**src/hdl/sswake_pkg.sv**
```systemverilog
package sswake_pkg;

    localparam int TIME_BITS_DEF = 32;
    localparam int ADDR_BITS = 5;

    typedef enum logic [1:0] {
        ACT_START  = 2'd0,
        ACT_MINUTE = 2'd1,
        ACT_FINISH = 2'd2
    } action_t;

    localparam logic [2:0] REG_CONFIRM    = 3'd0;
    localparam logic [2:0] REG_MIN_QUIET  = 3'd1;
    localparam logic [2:0] REG_MORN_START = 3'd2;
    localparam logic [2:0] REG_MORN_END   = 3'd3;
    localparam logic [2:0] REG_TZ         = 3'd4;

    localparam logic [7:0]         CONFIRM_RST    = 8'd10;
    localparam logic [17:0]        MIN_QUIET_RST  = 18'd10800;
    localparam logic [4:0]         MORN_START_RST = 5'd4;
    localparam logic [4:0]         MORN_END_RST   = 5'd12;
    localparam logic signed [10:0] TZ_RST         = 11'sd0;

    localparam logic [15:0] RUN_MAX      = 16'hFFFF;
    localparam logic [5:0]  SECS_PER_MIN = 6'd60;
    localparam logic [11:0] SECS_PER_HOUR = 12'd3600;
    localparam logic [16:0] SECS_PER_DAY = 17'd86400;

    // a day is 128 * 675 seconds; time of day = ((t >> 7) mod 675) * 128 + t[6:0]
    localparam logic [9:0]  DAY_Q       = 10'd675;
    localparam logic [25:0] DAY_Q_RECIP = 26'd50903316;
    localparam int          DAY_Q_SHIFT = 35;

endpackage

```
**src/hdl/step_streak_quiet_wake_scan_unit.sv**
```systemverilog
// channel  | handshake                   | payload
// item     | item_valid / item_ready     | action, time_value, now_time, minute_invalid,
//          |                             | minute_steps
// result   | result_valid / result_ready | wake_found, wake_time
// config   | apb write / read            | paddr, pwdata, prdata
//
// one item per cycle unless a finish item waits on a stalled result
// three pipeline stages p1, p2, p3 work out local time of day; p3 feeds scan state and result
// reset clears the pipeline valids, the scan state and the registers to their defaults
// a stalled result holds in the result register while the stages behind it keep filling
module step_streak_quiet_wake_scan_unit
    import sswake_pkg::*;
#(
    parameter int TIME_BITS = TIME_BITS_DEF
)
(
    input  logic                 clk,
    input  logic                 rst_n,
    input  logic                 item_valid,
    output logic                 item_ready,
    input  logic [1:0]           action,
    input  logic [31:0]          time_value,
    input  logic [31:0]          now_time,
    input  logic                 minute_invalid,
    input  logic [15:0]          minute_steps,
    output logic                 result_valid,
    input  logic                 result_ready,
    output logic                 wake_found,
    output logic [31:0]          wake_time,
    input  logic                 psel,
    input  logic                 penable,
    input  logic                 pwrite,
    input  logic [ADDR_BITS-1:0] paddr,
    input  logic [31:0]          pwdata,
    output logic [31:0]          prdata,
    output logic                 pready
);

    localparam int TB = TIME_BITS;

    logic [7:0]         confirm_reg;
    logic [17:0]        min_quiet_reg;
    logic [4:0]         morn_start_reg;
    logic [4:0]         morn_end_reg;
    logic signed [10:0] tz_reg;

    logic        p1_v_reg, p2_v_reg, p3_v_reg;
    logic [1:0]  p1_act_reg, p2_act_reg, p3_act_reg;
    logic [31:0] p1_tv_reg, p2_tv_reg, p3_tv_reg;
    logic [31:0] p1_now_reg, p2_now_reg, p3_now_reg;
    logic        p1_stp_reg, p2_stp_reg, p3_stp_reg;
    logic [15:0] p1_qe_reg;
    logic [16:0] p2_tod_reg, p3_tod_reg;
    logic        p3_morn_reg;

    logic        res_v_reg;
    logic        res_found_reg;
    logic [31:0] res_time_reg;

    logic [15:0]   run_len_reg, run_len_next;
    logic [31:0]   run_start_reg, run_start_next;
    logic [16:0]   run_tod_reg, run_tod_next;
    logic [TB-1:0] run_end_reg, run_end_next;
    logic [TB-1:0] prev_end_reg, prev_end_next;
    logic [31:0]   best_quiet_reg, best_quiet_next;
    logic [31:0]   best_wake_reg, best_wake_next;
    logic          best_morn_reg, best_morn_next;
    logic [31:0]   scan_now_reg, scan_now_next;
    logic          past_reg, past_next;

    logic out_free, mv3, rdy3, rdy2;
    logic is_finish;
    logic cfg_wr;

    logic [50:0] q_prod;
    logic [25:0] q_diff;
    logic [10:0] q_rem_raw;
    logic [9:0]  q_rem;
    logic [16:0] tod;

    logic signed [18:0] tz_secs;
    logic [16:0]        morn_lo, morn_hi;
    logic               morning;
    logic               run_morn;

    // handshake chain
    assign pready     = 1'b1;
    assign is_finish  = (p3_act_reg == ACT_FINISH);
    assign out_free   = !res_v_reg || result_ready;
    assign mv3        = p3_v_reg && (!is_finish || out_free);
    assign rdy3       = !p3_v_reg || mv3;
    assign rdy2       = !p2_v_reg || rdy3;
    assign item_ready = !p1_v_reg || rdy2;

    assign result_valid = res_v_reg;
    assign wake_found   = res_found_reg;
    assign wake_time    = res_time_reg;

    // configuration port
    assign cfg_wr = psel && penable && pwrite && pready;

    always_ff @(posedge clk or negedge rst_n)
    begin
        if (!rst_n)
        begin
            confirm_reg    <= CONFIRM_RST;
            min_quiet_reg  <= MIN_QUIET_RST;
            morn_start_reg <= MORN_START_RST;
            morn_end_reg   <= MORN_END_RST;
            tz_reg         <= TZ_RST;
        end
        else if (cfg_wr)
        begin
            case (paddr[ADDR_BITS-1:2])
                REG_CONFIRM:    confirm_reg    <= pwdata[7:0];
                REG_MIN_QUIET:  min_quiet_reg  <= pwdata[17:0];
                REG_MORN_START: morn_start_reg <= pwdata[4:0];
                REG_MORN_END:   morn_end_reg   <= pwdata[4:0];
                REG_TZ:         tz_reg         <= $signed(pwdata[10:0]);
                default:        ;
            endcase
        end
    end

    always_comb
    begin
        case (paddr[ADDR_BITS-1:2])
            REG_CONFIRM:    prdata = {24'd0, confirm_reg};
            REG_MIN_QUIET:  prdata = {14'd0, min_quiet_reg};
            REG_MORN_START: prdata = {27'd0, morn_start_reg};
            REG_MORN_END:   prdata = {27'd0, morn_end_reg};
            REG_TZ:         prdata = {{21{tz_reg[10]}}, tz_reg};
            default:        prdata = 32'd0;
        endcase
    end

    // stage 1: quotient estimate of (t >> 7) / 675
    assign q_prod = {26'd0, time_value[31:7]} * {25'd0, DAY_Q_RECIP};

    // stage 2: remainder, corrected once, gives utc time of day
    assign q_diff    = {1'b0, p1_tv_reg[31:7]} - ({10'd0, p1_qe_reg} * {16'd0, DAY_Q});
    assign q_rem_raw = q_diff[10:0];
    assign q_rem     = (q_rem_raw >= {1'b0, DAY_Q}) ? 10'(q_rem_raw - {1'b0, DAY_Q})
                                                    : q_rem_raw[9:0];
    assign tod       = {q_rem, p1_tv_reg[6:0]};

    // stage 3: local time of day against the morning window
    function automatic logic in_window(logic [16:0] utc_tod, logic signed [18:0] tz_s,
                                       logic [16:0] lo, logic [16:0] hi);
        logic signed [18:0] lr;
        logic [16:0]        lt;
        lr = $signed({2'b00, utc_tod}) - tz_s;
        if (lr < 19'sd0)
            lt = 17'(lr + $signed({2'b00, SECS_PER_DAY}));
        else if (lr >= $signed({2'b00, SECS_PER_DAY}))
            lt = 17'(lr - $signed({2'b00, SECS_PER_DAY}));
        else
            lt = lr[16:0];
        return (lt >= lo) && (lt < hi);
    endfunction

    assign tz_secs = {{8{tz_reg[10]}}, tz_reg} * $signed({13'd0, SECS_PER_MIN});

    assign morn_lo  = 17'({12'd0, morn_start_reg} * {5'd0, SECS_PER_HOUR});
    assign morn_hi  = 17'({12'd0, morn_end_reg} * {5'd0, SECS_PER_HOUR});
    assign morning  = in_window(p2_tod_reg, tz_secs, morn_lo, morn_hi);
    assign run_morn = in_window(run_tod_reg, tz_secs, morn_lo, morn_hi);

    // pipeline valids and result register control
    always_ff @(posedge clk or negedge rst_n)
    begin
        if (!rst_n)
        begin
            p1_v_reg  <= 1'b0;
            p2_v_reg  <= 1'b0;
            p3_v_reg  <= 1'b0;
            res_v_reg <= 1'b0;
        end
        else
        begin
            if (item_ready)
                p1_v_reg <= item_valid;
            if (rdy2)
                p2_v_reg <= p1_v_reg;
            if (rdy3)
                p3_v_reg <= p2_v_reg;
            if (out_free)
                res_v_reg <= mv3 && is_finish;
        end
    end

    // pipeline payload
    always_ff @(posedge clk)
    begin
        if (item_ready)
        begin
            p1_act_reg <= action;
            p1_tv_reg  <= time_value;
            p1_now_reg <= now_time;
            p1_stp_reg <= !minute_invalid && (minute_steps != 16'd0);
            p1_qe_reg  <= q_prod[50:DAY_Q_SHIFT];
        end
        if (rdy2)
        begin
            p2_act_reg <= p1_act_reg;
            p2_tv_reg  <= p1_tv_reg;
            p2_now_reg <= p1_now_reg;
            p2_stp_reg <= p1_stp_reg;
            p2_tod_reg <= tod;
        end
        if (rdy3)
        begin
            p3_act_reg  <= p2_act_reg;
            p3_tv_reg   <= p2_tv_reg;
            p3_now_reg  <= p2_now_reg;
            p3_stp_reg  <= p2_stp_reg;
            p3_tod_reg  <= p2_tod_reg;
            p3_morn_reg <= morning;
        end
        if (mv3 && is_finish)
        begin
            res_found_reg <= (best_wake_reg != 32'd0) && (best_wake_reg < scan_now_reg);
            res_time_reg  <= ((best_wake_reg != 32'd0) && (best_wake_reg < scan_now_reg))
                             ? best_wake_reg : 32'd0;
        end
    end

    // scan state update
    always_comb
    begin
        logic [7:0]    cl;
        logic [TB-1:0] tv_t;
        logic          cont;
        logic [15:0]   new_len;
        logic [31:0]   new_start;
        logic          new_morn;
        logic [16:0]   new_tod;
        logic [TB-1:0] new_end;
        logic          qualify;
        logic [31:0]   quiet;
        logic          better;

        cl        = (confirm_reg == 8'd0) ? 8'd1 : confirm_reg;
        tv_t      = TB'(p3_tv_reg);
        cont      = (run_len_reg != 16'd0) && (run_len_reg != RUN_MAX) && (tv_t == run_end_reg);
        new_len   = cont ? 16'(run_len_reg + 16'd1) : 16'd1;
        new_start = cont ? run_start_reg : p3_tv_reg;
        new_morn  = cont ? run_morn : p3_morn_reg;
        new_tod   = cont ? run_tod_reg : p3_tod_reg;
        new_end   = cont ? TB'(run_end_reg + TB'(SECS_PER_MIN))
                         : TB'(tv_t + TB'(SECS_PER_MIN));
        qualify   = (new_len >= {8'd0, cl}) && (TB'(new_start) >= prev_end_reg);
        quiet     = new_start - prev_end_reg[31:0];
        better    = (quiet > best_quiet_reg)
                 || ((quiet == best_quiet_reg) && new_morn && !best_morn_reg)
                 || ((quiet == best_quiet_reg) && (new_morn == best_morn_reg)
                     && (new_start > best_wake_reg));

        run_len_next    = run_len_reg;
        run_start_next  = run_start_reg;
        run_tod_next    = run_tod_reg;
        run_end_next    = run_end_reg;
        prev_end_next   = prev_end_reg;
        best_quiet_next = best_quiet_reg;
        best_wake_next  = best_wake_reg;
        best_morn_next  = best_morn_reg;
        scan_now_next   = scan_now_reg;
        past_next       = past_reg;

        if (mv3)
        begin
            case (p3_act_reg)
                ACT_START:
                begin
                    run_len_next    = 16'd0;
                    run_start_next  = 32'd0;
                    run_tod_next    = 17'd0;
                    run_end_next    = '0;
                    prev_end_next   = tv_t;
                    best_quiet_next = 32'd0;
                    best_wake_next  = 32'd0;
                    best_morn_next  = 1'b0;
                    scan_now_next   = p3_now_reg;
                    past_next       = 1'b0;
                end
                ACT_MINUTE:
                begin
                    if (!past_reg)
                    begin
                        if (p3_tv_reg >= scan_now_reg)
                            past_next = 1'b1;
                        else if (p3_stp_reg)
                        begin
                            run_len_next   = new_len;
                            run_start_next = new_start;
                            run_tod_next   = new_tod;
                            run_end_next   = new_end;
                            if (qualify && (quiet >= {14'd0, min_quiet_reg}) && better)
                            begin
                                best_quiet_next = quiet;
                                best_wake_next  = new_start;
                                best_morn_next  = new_morn;
                            end
                        end
                        else
                        begin
                            if (run_len_reg >= {8'd0, cl})
                                prev_end_next = run_end_reg;
                            run_len_next = 16'd0;
                        end
                    end
                end
                default: ;
            endcase
        end
    end

    always_ff @(posedge clk or negedge rst_n)
    begin
        if (!rst_n)
        begin
            run_len_reg    <= 16'd0;
            run_start_reg  <= 32'd0;
            run_tod_reg    <= 17'd0;
            run_end_reg    <= '0;
            prev_end_reg   <= '0;
            best_quiet_reg <= 32'd0;
            best_wake_reg  <= 32'd0;
            best_morn_reg  <= 1'b0;
            scan_now_reg   <= 32'd0;
            past_reg       <= 1'b0;
        end
        else
        begin
            run_len_reg    <= run_len_next;
            run_start_reg  <= run_start_next;
            run_tod_reg    <= run_tod_next;
            run_end_reg    <= run_end_next;
            prev_end_reg   <= prev_end_next;
            best_quiet_reg <= best_quiet_next;
            best_wake_reg  <= best_wake_next;
            best_morn_reg  <= best_morn_next;
            scan_now_reg   <= scan_now_next;
            past_reg       <= past_next;
        end
    end

endmodule

```
**config.mk**
```make
export PLATFORM = sky130hd
export DESIGN_NAME = step_streak_quiet_wake_scan_unit
export DESIGN_NICKNAME = d
export VERILOG_FILES = /design/src/hdl/sswake_pkg.sv /design/src/hdl/step_streak_quiet_wake_scan_unit.sv
export SDC_FILE = /design/constraint.sdc
export NUM_CORES = 2
export LEC_CHECK = 0
export BUFFER_PORTS_ARGS = -buffer_cell sky130_fd_sc_hd__buf_2
export CORE_MARGIN = 8
export CORE_UTILIZATION = 60
export DETAILED_ROUTE_END_ITERATION = 8
export GPL_ROUTABILITY_DRIVEN = 1
export PLACE_DENSITY = 0.78
export SLEW_MARGIN = 20
export SYNTH_ARGS = -nofsm -noshare
export SYNTH_HDL_FRONTEND = slang
export SYNTH_SLANG_ARGS = --single-unit
```
**constraint.sdc**
```tcl
create_clock -name clk -period 10.4 [get_ports clk]
set_input_delay 1.56 -clock clk [delete_from_list [all_inputs] [get_ports clk]]
set_output_delay 1.56 -clock clk [all_outputs]
set_load 0.02 [all_outputs]
```
==> insert_results.sql <==
INSERT INTO impl_metrics (metric_group, metric, value, unit) VALUES
('final_layout', 'layout.cells.most_common_list', 'sky130_fd_sc_hd__ha_1 (633), sky130_fd_sc_hd__inv_1 (564), sky130_fd_sc_hd__dfrtp_1 (266), sky130_fd_sc_hd__edfxtp_1 (266), sky130_fd_sc_hd__nand2_1 (254)', ''),
('logic_synthesis', 'post_synth_and_or_nand_nor_area_fraction', '0.0951', ''),
('grt', 'groute.layer.met3.usage', '0.0394', ''),
('clock_tree', 'cts.root.buffer_cell', 'sky130_fd_sc_hd__clkbuf_16', ''),
('grt', 'grt_max_degree', '155', ''),
('placement', 'place_area', '0.0435', 'mm^2'),
('final_layout', 'layout.cell_area.non_filler', '0.0453', 'mm^2'),
('setup_path', 'worst_ep_required_time', '10960', 'ps'),
('placement', 'globalplace.congestion', '0.948', ''),
('logic_synthesis', 'synth_fa_ha_area_frac', '0.285', ''),
('setup_path', 'crit_path_end_kind', 'register', ''),
('timing', 'grt_setup_unrepaired', 'false', ''),
('grt', 'track_usage', '0.261', ''),
('routing', 'avgViaCountPerCell', '5.89', ''),
('final_layout', 'synthToLayoutAreaGrowth', '8.49', '%'),
('setup_path', 'timing.rr.start', 'tz_reg[3]', ''),
('grt', 'gr-total-overflow', '0', ''),
('logic_synthesis', 'netlist_top_cells_area', 'sky130_fd_sc_hd__edfxtp_1 (19%), sky130_fd_sc_hd__ha_1 (19%), sky130_fd_sc_hd__dfrtp_1 (16%)', ''),
('setup_path', 'worst-endpoint-arrival', '10320', 'ps'),
('setup_path', 'critPathLaunchType', 'register', ''),
('clock_tree', 'total_number_of_h_tree_levels', '2', ''),
('setup_path', 'cp-endpoint', 'best_wake_reg[21]', ''),
('setup_path', 'worstRegToRegCells', '34', ''),
('grt', 'globalRouteMet1Util', '0.361', ''),
('logic_synthesis', 'avgSynthCellArea', '10.5', 'um^2'),
('setup_path', 'critical_path_top_delay_cell', 'sky130_fd_sc_hd__o41ai_2', ''),
('logic_synthesis', 'dominantRegCellSynth', 'sky130_fd_sc_hd__edfxtp_1', ''),
('placement', 'hpwl', '79.6', 'mm'),
('timing', 'layout_worst_path_cycle_share', '0.938', ''),
('final_layout', 'antennaDiodeCount', '0', ''),
('logic_synthesis', 'synth_xor_xnor_area_share', '0.0400', ''),
('clock_tree', 'cts_buffers', '55', ''),
('final_layout', 'filler_cell_count', '5342', ''),
('setup_path', 'worst_path_largest_cell_delay', '930', 'ps'),
('logic_synthesis', 'synthCells', '3977', ''),
('timing', 'slew_headroom', '0.282', ''),
('routing', 'drt_wl_total', '103', 'mm'),
('clock_tree', 'cts_sinks', '542', ''),
('logic_synthesis', 'compound_gate_fraction_of_synth_area', '0.124', ''),
('logic_synthesis', 'largest_family_of_logic_cells_by_synthesized_area', 'adder cells', ''),
('die', 'fp.dieArea', '0.0783', 'mm^2'),
('logic_synthesis', 'post-synth-top-area-cell', 'sky130_fd_sc_hd__edfxtp_1', ''),
('logic_synthesis', 'yosysUniqueCellTypes', '94', ''),
('grt', 'grt_first_pass_wirelength', '163', 'mm'),
('final_layout', 'final_net_count', '5076', ''),
('die', 'chipHeight', '280', 'um'),
('outcome', 'outcome', 'complete, no violations', ''),
('routing', 'route.vias.total', '30000', ''),
('setup_path', 'critPathMaxFanout', '32', ''),
('logic_synthesis', 'synth.top_cell.area_share', '0.191', ''),
('grt', 'antenna_found_initial', '2', ''),
('clock_tree', 'cts.clk_slew.worst_paths', '60', 'ps'),
('clock_tree', 'cts-resized-gates', '0', ''),
('grt', 'grt_pass1_vias', '30100', ''),
('timing', 'finalSetupViolations', '0', ''),
('setup_path', 'regToRegSetupSlack', '640', 'ps'),
('die', 'start_util', '0.608', ''),
('routing', 'drt_pass1_iterations', '6', ''),
('timing', 'worst_slew_pin_tran', '1070', 'ps'),
('worst_hold_path', 'hp-class', 'reg2reg', ''),
('logic_synthesis', 'synth_edf_count', '266', ''),
('die', 'floorplan.core_area', '0.0687', 'mm^2'),
('logic_synthesis', 'async_reset_ff_frac', '0.509', ''),
('routing', 'drc_violations_left', '0', ''),
('setup_path', 'worst_setup_path_startpoint', 'tz_reg[3]', ''),
('clock_tree', 'cts_tree', 'done', ''),
('timing', 'clock_period_minus_worst_slack', '9760', 'ps'),
('clock_tree', 'clockBufferDepth', '3', ''),
('grt', 'met2_usage', '0.420', ''),
('grt', 'grt.busiest_layer', 'met2', ''),
('routing', 'dr.first_iter.drc_count', '2347', '');
==> critical path, delay by kind of cell (launching register included) <==
family / cells / cell delay [ps]
buffers and inverters: 4 / 910
AND/OR/NAND/NOR: 4 / 990
adder cells (fa/ha/maj): 6 / 2340
XOR/XNOR: 3 / 880
flip-flops: 1 / 460
AO/OA/AOI/OAI: 17 / 4040
==> Yosys cell counts (all sizes together), types with 10 or more instances <==
| master | n |
|---|---|
| nand3 | 51 |
| buf | 33 |
| and2 | 12 |
| clkbuf | 96 |
| o21ai | 244 |
| nor3 | 44 |
| and4 | 10 |
| o31a | 11 |
| edfxtp | 266 |
| xnor2 | 103 |
| xor2 | 85 |
| a211oi | 18 |
| o21a | 30 |
| dfrtp | 266 |
| o22ai | 11 |
| or2 | 11 |
| o21bai | 13 |
| and3 | 18 |
| a22o | 68 |
| nor2b | 46 |
| nand4 | 53 |
| nand2 | 255 |
| nor2 | 157 |
| inv | 565 |
| mux2 | 21 |
| dfstp | 10 |
| nor4 | 66 |
| ha | 633 |
| or3 | 13 |
| o211ai | 16 |
| a21oi | 153 |
| fa | 198 |
| mux2i | 110 |
| o31ai | 15 |
| a31oi | 19 |
| a21o | 87 |
| o41ai | 11 |
| nand2b | 34 |
==> cells by family (layout without fill, tap and decap cells) <==
| family | after synthesis | in the layout |
|---|---|---|
| mux | 132 | 132 |
| xor+xnor | 189 | 189 |
| simple gates | 802 | 803 |
| buf+inv | 694 | 877 |
| compound gates | 783 | 783 |
| other cells | 1 | 1 |
| flops | 542 | 542 |
| fa+ha+maj | 834 | 834 |
==> repair_timing <==
action                                 4_1_cts  5_1_grt
setup endpoints to repair                    0       32
endpoints found under the hold margin        0        0
hold buffers                                 0        0
==> routing by layer <==
layer	wire, um	part of all wire
met2	47800	0.46
met1	45400	0.44
met4	3710	0.036
met3	6370	0.062
met5	13	0.00013
==> final cells by class <==
type / instances / area [um^2] / area share
Timing Repair Buffer: 212 / 1170 / 0.0259
Tap cell: 931 / 1160 / 0.0257
Sequential cell: 542 / 14900 / 0.329
Clock buffer: 71 / 1470 / 0.0324
Clock inverter: 29 / 254 / 0.00561
Multi-Input combinational cell: 2742 / 24200 / 0.534
Inverter: 565 / 2120 / 0.0469
==> through the flow <==
| stage | cells | setup slack, ps | hold slack (ps) |
|---|---|---|---|
| detailed placement | 4991 | 583 | 405 |
| floorplan | 3977 | 2720 | 400 |
| finish | 5092 | 643 | 412 |
| global placement | 4991 | 735 | 400 |
| global route | 5092 | 154 | 415 |
| CTS | 5091 | 491 | 416 |
==> worst min path at each step <==
stage	from	end	slack, ps	depth (start not counted)
after floorplan	p1_act_reg[0]	p2_act_reg[0]	400	0
after global placement	p2_tv_reg[22]	p3_tv_reg[22]	400	0
after detailed placement	p1_now_reg[14]	p2_now_reg[14]	400	0
after CTS	p2_now_reg[23]	p3_now_reg[23]	420	0
after global routing	p2_act_reg[1]	p3_act_reg[1]	420	0
final	p2_now_reg[23]	p3_now_reg[23]	410	0
Power is not shown: default switching activity piles up to over one toggle a cycle in this logic, so the estimate is an artifact.
